`src/rtl/form_urlencoded_pair_parser_defines.svh`:
```
// Assertion macros used by the parser datapath.
// Each macro samples on clk and is disabled while rst_n is low.
`ifndef FORM_URLENCODED_PAIR_PARSER_DEFINES_SVH
`define FORM_URLENCODED_PAIR_PARSER_DEFINES_SVH

// Same-cycle implication.
`define FUP_ASSERT_IMP(lbl, ante, cons, msg) \
  lbl: assert property (@(posedge clk) disable iff (!rst_n) (ante) |-> (cons)) \
    else $error(msg);

// Next-cycle implication.
`define FUP_ASSERT_NXT(lbl, ante, cons, msg) \
  lbl: assert property (@(posedge clk) disable iff (!rst_n) (ante) |=> (cons)) \
    else $error(msg);

`endif

```
`src/rtl/fup_pkg.sv`:
```
`default_nettype none
package fup_pkg;

  localparam int KEY_BYTES   = 16;
  localparam int VALUE_BYTES = 32;
  localparam int KEY_AW      = $clog2(KEY_BYTES);
  localparam int VAL_AW      = $clog2(VALUE_BYTES);

  localparam logic [7:0] MAX_PAIRS_RST = 8'd8;

  localparam logic [7:0] CH_PCT   = 8'h25;
  localparam logic [7:0] CH_PLUS  = 8'h2B;
  localparam logic [7:0] CH_EQ    = 8'h3D;
  localparam logic [7:0] CH_AMP   = 8'h26;
  localparam logic [7:0] CH_SPACE = 8'h20;

  typedef enum logic [1:0] {
    KIND_KEY      = 2'd0,
    KIND_VAL      = 2'd1,
    KIND_PAIR_END = 2'd2,
    KIND_STATUS   = 2'd3
  } kind_t;

  typedef enum logic [1:0] {
    ST_COMPLETE = 2'd0,
    ST_MID_PAIR = 2'd1,
    ST_ERROR    = 2'd2
  } status_t;

  typedef enum logic [5:0] {
    S_IDLE    = 6'b000001,
    S_KEY_RD  = 6'b000010,
    S_KEY_OUT = 6'b000100,
    S_VAL     = 6'b001000,
    S_PEND    = 6'b010000,
    S_STAT    = 6'b100000
  } state_t;

  // Commands from the controller to the datapath.
  typedef struct packed {
    logic  accept;
    logic  key_rd;
    logic  val_run;
    logic  val_step;
    logic  emit;
    kind_t emit_kind;
    logic  pair_done;
    logic  body_clear;
  } cmd_t;

  // Status from the datapath to the controller.
  typedef struct packed {
    logic fire;
    logic eob_in;
    logic key_empty;
    logic key_last;
    logic val_rdy;
    logic val_zero;
    logic val_done;
    logic can_load;
    logic eob_pend;
  } sts_t;

  // Returns {is_hex, nibble}.
  function automatic logic [4:0] hex_decode(input logic [7:0] c);
    logic [4:0] r;
    r = '0;
    if (c >= 8'h30 && c <= 8'h39) begin
      r = {1'b1, 4'(c - 8'h30)};
    end else if (c >= 8'h61 && c <= 8'h66) begin
      r = {1'b1, 4'(c - 8'h57)};
    end else if (c >= 8'h41 && c <= 8'h46) begin
      r = {1'b1, 4'(c - 8'h37)};
    end
    return r;
  endfunction

endpackage
`default_nettype wire

```
`src/rtl/form_urlencoded_pair_parser.sv`:
```
`default_nettype none
// A byte that completes a pair stalls input and shows its key bytes first; when the key is
// empty but the value is not, the decode window fills before the first value word. A byte that
// only ends the body shows just its status word. Plain bytes are taken without a stall.
// Drain: each key byte passes S_KEY_RD then S_KEY_OUT, each value word is a plain byte or an
// escape from the window, then the value is left for the pair end word and any status word.
// Reset: synchronous, active low; clears all control state and sets max_pairs to 8.
module form_urlencoded_pair_parser (
  input  wire logic       clk,
  input  wire logic       rst_n,
  input  wire logic       cfg_wr_en,
  input  wire logic [7:0] cfg_wr_data,
  input  wire logic       in_valid,
  output logic            in_stall,
  input  wire logic [7:0] in_body_byte,
  input  wire logic       in_end_of_body,
  output logic            out_valid,
  input  wire logic       out_stall,
  output logic [1:0]      out_kind,
  output logic [7:0]      out_data,
  output logic [7:0]      out_pair_index,
  output logic [1:0]      out_status,
  output logic            out_last_result
);
  import fup_pkg::*;

  // The controller sequences each accepted byte: it takes a byte only when
  // idle, then walks the key buffer, the value decode window, the pair end
  // word and the body status word. The datapath holds the buffers, counters,
  // the decode window and the output register. Because the output register
  // sits between the drain and the result channel, a new byte can be taken
  // while the last word of the previous one is still waiting downstream.
  cmd_t cmd;
  sts_t sts;

  fup_ctrl u_ctrl (
    .clk      (clk),
    .rst_n    (rst_n),
    .in_valid (in_valid),
    .in_stall (in_stall),
    .cmd      (cmd),
    .sts      (sts)
  );

  // Value bytes are decoded on the way out: percent escapes become one byte,
  // plus signs become spaces, and the drain stops at the first zero byte.
  fup_datapath u_datapath (
    .clk             (clk),
    .rst_n           (rst_n),
    .cfg_wr_en       (cfg_wr_en),
    .cfg_wr_data     (cfg_wr_data),
    .in_body_byte    (in_body_byte),
    .in_end_of_body  (in_end_of_body),
    .out_stall       (out_stall),
    .out_valid       (out_valid),
    .out_kind        (out_kind),
    .out_data        (out_data),
    .out_pair_index  (out_pair_index),
    .out_status      (out_status),
    .out_last_result (out_last_result),
    .cmd             (cmd),
    .sts             (sts)
  );

endmodule
`default_nettype wire

```
`src/rtl/fup_ctrl.sv`:
```
`default_nettype none
module fup_ctrl (
  input  wire logic         clk,
  input  wire logic         rst_n,
  input  wire logic         in_valid,
  output logic              in_stall,
  output fup_pkg::cmd_t     cmd,
  input  wire fup_pkg::sts_t sts
);
  import fup_pkg::*;

  state_t state_r, state_nxt;
  logic   accept;

  assign in_stall = (state_r != S_IDLE);
  assign accept   = in_valid && (state_r == S_IDLE);

  always_comb begin
    cmd         = '0;
    state_nxt   = state_r;
    cmd.accept  = accept;
    cmd.val_run = (state_r == S_VAL);
    case (state_r)
      S_IDLE: begin
        if (accept) begin
          if (sts.fire) begin
            state_nxt = sts.key_empty ? S_VAL : S_KEY_RD;
          end else if (sts.eob_in) begin
            state_nxt = S_STAT;
          end
        end
      end
      S_KEY_RD: begin
        cmd.key_rd = 1'b1;
        state_nxt  = S_KEY_OUT;
      end
      S_KEY_OUT: begin
        if (sts.can_load) begin
          cmd.emit      = 1'b1;
          cmd.emit_kind = KIND_KEY;
          state_nxt     = sts.key_last ? S_VAL : S_KEY_RD;
        end
      end
      S_VAL: begin
        if (sts.val_done) begin
          state_nxt = S_PEND;
        end else if (sts.val_rdy) begin
          if (sts.val_zero) begin
            state_nxt = S_PEND;
          end else if (sts.can_load) begin
            cmd.emit      = 1'b1;
            cmd.emit_kind = KIND_VAL;
            cmd.val_step  = 1'b1;
          end
        end
      end
      S_PEND: begin
        if (sts.can_load) begin
          cmd.emit      = 1'b1;
          cmd.emit_kind = KIND_PAIR_END;
          cmd.pair_done = 1'b1;
          state_nxt     = sts.eob_pend ? S_STAT : S_IDLE;
        end
      end
      S_STAT: begin
        if (sts.can_load) begin
          cmd.emit       = 1'b1;
          cmd.emit_kind  = KIND_STATUS;
          cmd.body_clear = 1'b1;
          state_nxt      = S_IDLE;
        end
      end
      default: begin
        state_nxt = S_IDLE;
      end
    endcase
  end

  always_ff @(posedge clk) begin
    if (!rst_n) begin
      state_r <= S_IDLE;
    end else begin
      state_r <= state_nxt;
    end
  end

endmodule
`default_nettype wire

```
`src/rtl/fup_datapath.sv`:
```
`default_nettype none
`include "form_urlencoded_pair_parser_defines.svh"
module fup_datapath (
  input  wire logic          clk,
  input  wire logic          rst_n,
  input  wire logic          cfg_wr_en,
  input  wire logic [7:0]    cfg_wr_data,
  input  wire logic [7:0]    in_body_byte,
  input  wire logic          in_end_of_body,
  input  wire logic          out_stall,
  output logic               out_valid,
  output logic [1:0]         out_kind,
  output logic [7:0]         out_data,
  output logic [7:0]         out_pair_index,
  output logic [1:0]         out_status,
  output logic               out_last_result,
  input  wire fup_pkg::cmd_t cmd,
  output fup_pkg::sts_t      sts
);
  import fup_pkg::*;

  // Body parse state.
  logic [7:0]        max_pairs_r, max_pairs_nxt;
  logic              value_phase_r, value_phase_nxt;
  logic              err_r, err_nxt;
  logic [KEY_AW-1:0] key_count_r, key_count_nxt;
  logic [VAL_AW-1:0] value_count_r, value_count_nxt;
  logic [7:0]        pairs_done_r, pairs_done_nxt;
  logic              eob_r, eob_nxt;

  // Drain state.
  logic [KEY_AW-1:0] kptr_r, kptr_nxt;
  logic [VAL_AW-1:0] fptr_r, fptr_nxt;
  logic              inflight_r, inflight_nxt;
  logic [1:0]        wcnt_r, wcnt_nxt;
  logic [7:0]        win_r [3];
  logic [7:0]        win_nxt [3];
  logic [7:0]        key_rd_r;
  logic [7:0]        val_rd_r;

  logic [7:0] key_mem [KEY_BYTES];
  logic [7:0] val_mem [VALUE_BYTES];

  // Output register.
  logic       out_valid_r, out_valid_nxt;
  kind_t      out_kind_r;
  logic [7:0] out_data_r;
  logic [7:0] out_pair_index_r;
  status_t    out_status_r;
  logic       out_last_r;

  logic key_wr, val_wr, finish, err_set, to_value, over_limit, fire;
  logic key_wr_en, val_wr_en;

  logic       all_fetched, esc, issue, can_load;
  logic [4:0] h1, h2;
  logic [7:0] dec_byte;
  logic [1:0] take, wcnt_after;
  status_t    body_status;

  // Classify the incoming byte.
  always_comb begin
    key_wr   = 1'b0;
    val_wr   = 1'b0;
    finish   = 1'b0;
    err_set  = 1'b0;
    to_value = 1'b0;
    if (!err_r) begin
      if (!value_phase_r) begin
        if (in_body_byte == CH_EQ) begin
          to_value = 1'b1;
        end else if (in_body_byte == CH_AMP) begin
          err_set = 1'b1;
        end else if (key_count_r < KEY_AW'(KEY_BYTES - 1)) begin
          key_wr = 1'b1;
        end else begin
          err_set = 1'b1;
        end
      end else begin
        if (in_body_byte == CH_AMP) begin
          finish = 1'b1;
        end else if (in_body_byte == CH_EQ) begin
          err_set = 1'b1;
        end else if (value_count_r < VAL_AW'(VALUE_BYTES - 1)) begin
          val_wr = 1'b1;
          finish = in_end_of_body;
        end else begin
          err_set = 1'b1;
        end
      end
    end
    over_limit = (pairs_done_r >= max_pairs_r);
    fire       = finish && !over_limit;
  end

  assign key_wr_en = cmd.accept && key_wr;
  assign val_wr_en = cmd.accept && val_wr;

  // Value decode window: up to three raw bytes ahead of the output.
  assign h1          = hex_decode(win_r[1]);
  assign h2          = hex_decode(win_r[2]);
  assign all_fetched = (fptr_r == value_count_r) && !inflight_r;
  assign esc         = (win_r[0] == CH_PCT) && (wcnt_r == 2'd3) && h1[4] && h2[4];
  assign take        = esc ? 2'd3 : 2'd1;
  assign wcnt_after  = cmd.val_step ? (wcnt_r - take) : wcnt_r;
  assign issue       = cmd.val_run && (fptr_r != value_count_r) &&
                       (({1'b0, wcnt_after} + {2'b00, inflight_r}) < 3'd3);
  assign can_load    = !out_valid_r || !out_stall;

  always_comb begin
    if (esc) begin
      dec_byte = {h1[3:0], h2[3:0]};
    end else if (win_r[0] == CH_PLUS) begin
      dec_byte = CH_SPACE;
    end else begin
      dec_byte = win_r[0];
    end
  end

  always_comb begin
    if (err_r) begin
      body_status = ST_ERROR;
    end else if (!value_phase_r && (key_count_r == '0)) begin
      body_status = ST_COMPLETE;
    end else begin
      body_status = ST_MID_PAIR;
    end
  end

  always_comb begin
    sts.fire      = fire;
    sts.eob_in    = in_end_of_body;
    sts.key_empty = (key_count_r == '0);
    sts.key_last  = (kptr_r == key_count_r);
    sts.val_rdy   = (wcnt_r != 2'd0) &&
                    ((win_r[0] != CH_PCT) || (wcnt_r == 2'd3) || all_fetched);
    sts.val_zero  = (dec_byte == 8'd0);
    sts.val_done  = (wcnt_r == 2'd0) && all_fetched;
    sts.can_load  = can_load;
    sts.eob_pend  = eob_r;
  end

  // Next-state logic for parse and drain registers.
  always_comb begin
    max_pairs_nxt   = max_pairs_r;
    value_phase_nxt = value_phase_r;
    err_nxt         = err_r;
    key_count_nxt   = key_count_r;
    value_count_nxt = value_count_r;
    pairs_done_nxt  = pairs_done_r;
    eob_nxt         = eob_r;
    kptr_nxt        = kptr_r;
    fptr_nxt        = fptr_r;
    inflight_nxt    = issue;
    win_nxt         = win_r;
    wcnt_nxt        = wcnt_after;

    if (cfg_wr_en) begin
      max_pairs_nxt = cfg_wr_data;
    end

    if (cmd.val_step && (take == 2'd1)) begin
      win_nxt[0] = win_r[1];
      win_nxt[1] = win_r[2];
    end
    if (inflight_r) begin
      win_nxt[wcnt_after] = val_rd_r;
      wcnt_nxt            = wcnt_after + 2'd1;
    end
    if (issue) begin
      fptr_nxt = fptr_r + VAL_AW'(1);
    end
    if (cmd.key_rd) begin
      kptr_nxt = kptr_r + KEY_AW'(1);
    end

    if (cmd.accept) begin
      if (key_wr) begin
        key_count_nxt = key_count_r + KEY_AW'(1);
      end
      if (val_wr) begin
        value_count_nxt = value_count_r + VAL_AW'(1);
      end
      if (to_value) begin
        value_phase_nxt = 1'b1;
      end
      if (err_set || (finish && over_limit)) begin
        err_nxt = 1'b1;
      end
      eob_nxt      = in_end_of_body;
      kptr_nxt     = '0;
      fptr_nxt     = '0;
      inflight_nxt = 1'b0;
      wcnt_nxt     = 2'd0;
    end

    if (cmd.pair_done) begin
      pairs_done_nxt  = pairs_done_r + 8'd1;
      key_count_nxt   = '0;
      value_count_nxt = '0;
      value_phase_nxt = 1'b0;
    end

    if (cmd.body_clear) begin
      pairs_done_nxt  = 8'd0;
      key_count_nxt   = '0;
      value_count_nxt = '0;
      value_phase_nxt = 1'b0;
      err_nxt         = 1'b0;
    end
  end

  always_ff @(posedge clk) begin
    if (!rst_n) begin
      max_pairs_r   <= MAX_PAIRS_RST;
      value_phase_r <= 1'b0;
      err_r         <= 1'b0;
      key_count_r   <= '0;
      value_count_r <= '0;
      pairs_done_r  <= 8'd0;
      eob_r         <= 1'b0;
      kptr_r        <= '0;
      fptr_r        <= '0;
      inflight_r    <= 1'b0;
      wcnt_r        <= 2'd0;
    end else begin
      max_pairs_r   <= max_pairs_nxt;
      value_phase_r <= value_phase_nxt;
      err_r         <= err_nxt;
      key_count_r   <= key_count_nxt;
      value_count_r <= value_count_nxt;
      pairs_done_r  <= pairs_done_nxt;
      eob_r         <= eob_nxt;
      kptr_r        <= kptr_nxt;
      fptr_r        <= fptr_nxt;
      inflight_r    <= inflight_nxt;
      wcnt_r        <= wcnt_nxt;
    end
  end

  always_ff @(posedge clk) begin
    win_r <= win_nxt;
  end

  // Key and value buffers, one write and one registered read each.
  always_ff @(posedge clk) begin
    if (key_wr_en) begin
      key_mem[key_count_r] <= in_body_byte;
    end
    if (cmd.key_rd) begin
      key_rd_r <= key_mem[kptr_r];
    end
  end

  always_ff @(posedge clk) begin
    if (val_wr_en) begin
      val_mem[value_count_r] <= in_body_byte;
    end
    if (issue) begin
      val_rd_r <= val_mem[fptr_r];
    end
  end

  // Output register.
  always_comb begin
    if (cmd.emit) begin
      out_valid_nxt = 1'b1;
    end else if (out_stall) begin
      out_valid_nxt = out_valid_r;
    end else begin
      out_valid_nxt = 1'b0;
    end
  end

  always_ff @(posedge clk) begin
    if (!rst_n) begin
      out_valid_r <= 1'b0;
    end else begin
      out_valid_r <= out_valid_nxt;
    end
  end

  always_ff @(posedge clk) begin
    if (cmd.emit) begin
      out_kind_r       <= cmd.emit_kind;
      out_pair_index_r <= pairs_done_r;
      case (cmd.emit_kind)
        KIND_KEY: begin
          out_data_r   <= key_rd_r;
          out_status_r <= ST_COMPLETE;
          out_last_r   <= 1'b0;
        end
        KIND_VAL: begin
          out_data_r   <= dec_byte;
          out_status_r <= ST_COMPLETE;
          out_last_r   <= 1'b0;
        end
        KIND_PAIR_END: begin
          out_data_r   <= 8'd0;
          out_status_r <= ST_COMPLETE;
          out_last_r   <= !eob_r;
        end
        KIND_STATUS: begin
          out_data_r   <= 8'd0;
          out_status_r <= body_status;
          out_last_r   <= 1'b1;
        end
        default: begin
          out_data_r   <= 8'd0;
          out_status_r <= ST_COMPLETE;
          out_last_r   <= 1'b0;
        end
      endcase
    end
  end

  assign out_valid       = out_valid_r;
  assign out_kind        = out_kind_r;
  assign out_data        = out_data_r;
  assign out_pair_index  = out_pair_index_r;
  assign out_status      = out_status_r;
  assign out_last_result = out_last_r;

  `FUP_ASSERT_IMP(a_win_bound, 1'b1,
    ({1'b0, wcnt_r} + {2'b00, inflight_r}) <= 3'd3, "decode window overfilled")
  `FUP_ASSERT_IMP(a_fetch_bound, cmd.val_run, fptr_r <= value_count_r,
    "value fetch ran past the stored bytes")
  `FUP_ASSERT_IMP(a_emit_room, cmd.emit, can_load,
    "result loaded while output register is blocked")
  `FUP_ASSERT_NXT(a_pair_clear, cmd.pair_done,
    (key_count_r == '0) && (value_count_r == '0) && !value_phase_r,
    "pair buffers not cleared after pair end")

endmodule
`default_nettype wire
```
`config.mk`:
```
export PLATFORM = sky130hd
export DESIGN_NAME = form_urlencoded_pair_parser
export DESIGN_NICKNAME = d
export VERILOG_FILES = /design/src/rtl/fup_pkg.sv /design/src/rtl/form_urlencoded_pair_parser.sv /design/src/rtl/fup_ctrl.sv /design/src/rtl/fup_datapath.sv
export VERILOG_INCLUDE_DIRS = /design/src /design/src/rtl
export SDC_FILE = /design/constraint.sdc
export NUM_CORES = 1
export LEC_CHECK = 0
export BUFFER_PORTS_ARGS = -buffer_cell sky130_fd_sc_hd__buf_2
export CAP_MARGIN = 5
export CORE_AREA = 2 2 216 218
export DETAILED_ROUTE_END_ITERATION = 8
export DIE_AREA = 0 0 218 220
export GPL_TIMING_DRIVEN = 0
export PLACE_DENSITY = 0.59
export SETUP_SLACK_MARGIN = 0.5
export SLEW_MARGIN = 5
export SYNTH_ARGS = -nofsm -noshare
export SYNTH_HDL_FRONTEND = slang
export SYNTH_HIERARCHICAL = 1
export SYNTH_SLANG_ARGS = --single-unit
```
`constraint.sdc`:
```
create_clock -name clk -period 5.54 [get_ports clk]
set_input_delay 0.554 -clock clk [delete_from_list [all_inputs] [get_ports clk]]
set_output_delay 0.554 -clock clk [all_outputs]
set_load 0.05 [all_outputs]
```
==> results.json <==
{
  "die-height_um": 220,
  "grt_overflow": 0,
  "rows": 79,
  "combPwrFrac": 0.049,
  "layout_min_cycle_time_ps": 4551,
  "track_usage": 0.1833,
  "synth-seq-area-share": 0.6980,
  "cts_made_buffers": 50,
  "post_drt_via_cell_ratio": 5.499,
  "worstSkewPairLatency_ps": 590,
  "switching_share": 0.2136,
  "drive_above_1_share": 0.2253,
  "totalWireLength_mm": 42.73,
  "via_count": 10470,
  "fin_util": 0.4994,
  "setup_viol_count_final": 0,
  "p_leak_nw": 7.408,
  "drtAntennaViolNets": 0,
  "clockBufferDepth": 3,
  "required_ps": 6000,
  "die_w_um": 218,
  "clock.fmax_ghz": 0.2197,
  "worstSetupPathType": "flop to flop",
  "status": "finished, final reports clean",
  "finalClockSkew_ps": 20.18,
  "htreeDepth": 2,
  "fin_nets": 1306,
  "hold_path.class": "input pin to flop",
  "crit_path_end_kind": "flop",
  "cp_max_fo": 14,
  "pwr-share-clk": 0.421,
  "drt-wirelength-per-cell_um": 22.45,
  "area_growth_pct": 13.04,
  "p_sw_mw": 1.660,
  "crit_top_cell": "ha_1",
  "grt_pass1_wl_mm": 64.68,
  "fin_crit_sh": 0.8214,
  "initial_utilization": 0.4418,
  "rsz0062_at_grt": "no",
  "setup.worst_path.start_class": "flop",
  "path_clk_slew_ps": 60,
  "slew_headroom": 0.1452,
  "synth-edff-count": 429,
  "layout_common_cells": "edfxtp_1 (429), mux4_2 (120), nor2_1 (103), dfxtp_1 (63)",
  "synth-seq-cells": 492,
  "numPortBuffers": 43,
  "cp_cell_sequence": "inv_1, ha_1, nor3b_1, a311oi_2, o221ai_4, a21oi_1, a31oi_1, nand3_1, nor4_2, or4b_1, inv_2, a21boi_1, o22ai_2, ha_1, nand2_1, and4b_1, clkbuf_4, nand4_1, xor2_1, nor2_1",
  "cts_sinks": 492,
  "max_slew.worst_pin.slew_ps": 1272,
  "route.detailed.drc": 0,
  "p_int_mw": 6.111,
  "irDropWorstVdd_uv": 230.3,
  "postSynthAreaPerCell_um2": 17.60,
  "synth.yosys.warnings": 6,
  "hold_depth": 3,
  "io-pin-count": 45,
  "hold_viol_final": 0,
  "grt_pass1_vias": 10450,
  "sequentialPowerShare": 0.530,
  "slew_viol_final": 0,
  "gp_congestion": 0.8045,
  "power.density_nw_per_um2": 339.3,
  "drt_iter0_drc": 984,
  "drtPass1Iterations": 7,
  "hpwl_mm": 27.58,
  "cap_violations": 0,
  "synth-main-ff-cell": "edfxtp_1",
  "antenna_cells": 0,
  "netlist_area_um2": 20260,
  "arrival_ps": 5010,
  "fp.coreArea_um2": 45860,
  "cts_tree": "done",
  "dieArea_um2": 47960,
  "async_reset_ff_frac": 0,
  "max_stage_delay_ps": 630,
  "grt_max_degree": 51,
  "fin_tns_setup_ps": 0,
  "cts_root_buffer": "clkbuf_16",
  "antenna_found_initial": 0,
  "r2r_cells": 20,
  "synth.distinct_cells": 72,
  "final_common_cell": "edfxtp_1",
  "holdBufCountCts": 0,
  "netlist_instances": 1151,
  "critPathSlowestCell": "or4b_1"
}
==> through the flow <==
stage	std cells	area (um^2)	hold WS (ps)	worst slack [ps]	total power, mW
floorplan	1158	20290	443.1	1334	4.431
global placement	1808	21260	478.1	540.1	4.574
detailed placement	1808	21260	481.6	478.3	4.582
CTS	1901	22870	181.5	598.7	7.865
global route	1903	22900	212.1	536.5	8.047
finish	1903	22900	202.7	989.3	7.771
==> cell families (layout without fill, tap and decap cells) <==
family,count (synthesis),after routing,share of synthesized area
mux,155,155,0.1512
compound gates,93,93,0.03297
other cells,1,8,0.0001851
flops,492,492,0.6980
xor+xnor,34,34,0.01470
buf+inv,87,225,0.01902
simple gates,260,260,0.06601
fa+ha+maj,29,29,0.01791
==> final timing paths <==
path                                                             start                                endpoint  slack, ps
worst max-delay path                                              flop       u_datapath/fptr_r[3]$_SDFFE_PP0P_        990
worst min-delay path                                    cfg_wr_data[3]  u_datapath/max_pairs_r[3]$_SDFFE_PN1P_        200
worst max register to register                                    flop       u_datapath/fptr_r[3]$_SDFFE_PP0P_        990
worst min register to register  u_datapath/max_pairs_r[3]$_SDFFE_PN1P_  u_datapath/max_pairs_r[3]$_SDFFE_PN1P_        490
==> power by group through the flow <==
stage | Clock [mW] | Sequential [mW] | Combinational, mW
floorplan | 0 | 4.23 | 0.201
global placement | 0 | 4.19 | 0.381
detailed placement | 0 | 4.19 | 0.388
CTS | 3.36 | 4.12 | 0.389
global route | 3.51 | 4.12 | 0.420
finish | 3.27 | 4.12 | 0.383
==> worst max-delay path: cells and delay by family, from the launching register on <==
family / cells / cell delay, ps
xor gates and xnor gates: 1 / 170
DFF: 1 / 480
adders and majority gates: 2 / 530
AOI/OAI and AO/OA: 6 / 1300
buffers and inverters: 3 / 560
and+or+nand+nor: 8 / 1380
==> Yosys cell counts, drive strengths merged, types with 2 or more instances <==
cell | n | share of area
or4b | 4 | 0.0023
and4 | 4 | 0.0017
buf | 34 | 0.0092
nand2 | 52 | 0.0098
nor3 | 10 | 0.0025
or3b | 2 | 0.00086
o22ai | 2 | 0.00062
xnor2 | 11 | 0.0048
xor2 | 23 | 0.0099
mux2i | 26 | 0.013
clkbuf | 25 | 0.0046
nand3b | 4 | 0.0015
a31oi | 5 | 0.0015
a311oi | 3 | 0.0028
mux2 | 9 | 0.0050
nor2b | 14 | 0.0043
ha | 29 | 0.018
or3 | 4 | 0.0012
mux4 | 120 | 0.13
and3b | 2 | 0.00093
nor4 | 6 | 0.0032
a21boi | 4 | 0.0015
a211oi | 7 | 0.0026
and4b | 2 | 0.00099
o21bai | 2 | 0.00074
inv | 28 | 0.0052
o21ai | 22 | 0.0054
and3 | 6 | 0.0021
or2 | 5 | 0.0015
nor3b | 6 | 0.0022
nor2 | 103 | 0.019
edfxtp | 429 | 0.64
nor4b | 2 | 0.0012
o211ai | 6 | 0.0022
nand4 | 9 | 0.0028
nand2b | 8 | 0.0025
nand3 | 9 | 0.0022
o21a | 2 | 0.00074
dfxtp | 63 | 0.062
a21oi | 30 | 0.0074
and2 | 4 | 0.0012
==> metal layers <==
metal | vias up | GRT usage | wire length (um)
li1 | 4726 | - | -
met2 | 249 | 0.2966 | 20560
met3 | 55 | 0.03395 | 2331
met5 | - | 0 | 0
met1 | 5435 | 0.2529 | 18890
met4 | 0 | 0.05805 | 942
==> what timing repair did <==
action / 4_1_cts / 5_1_grt
gates resized for setup: 2 / 5
endpoints found under the setup margin: 2 / 22
pin swaps: 0 / 1
setup buffers: 0 / 2
==> sequential cells by signal, indices dropped and copies added, names as in the netlist, 5 cells and up, named ones only <==
register,count
u_datapath/val_mem,256
u_datapath/key_mem,128
u_datapath/win_r,16
u_datapath/key_rd_r,8
u_datapath/max_pairs_r,8
u_datapath/out_data,8
u_datapath/out_pair_index,8
u_datapath/pairs_done_r,8
u_datapath/val_rd_r,8
u_ctrl/state_r,6
u_datapath/fptr_r,5
u_datapath/value_count_r,5
==> area by class of cell <==
cell class                 instances  area [um^2]
timing repair buffer              45        230.2
fill                            3773        22960
clock inverter                    21        160.2
sequential                       492        14140
inverter                          28        105.1
buffer                            59        284.0
multi-input combinational        579         5774
tap                              607        759.5
clock buffer                      72         1448
Power figures use the tool's default switching activity.
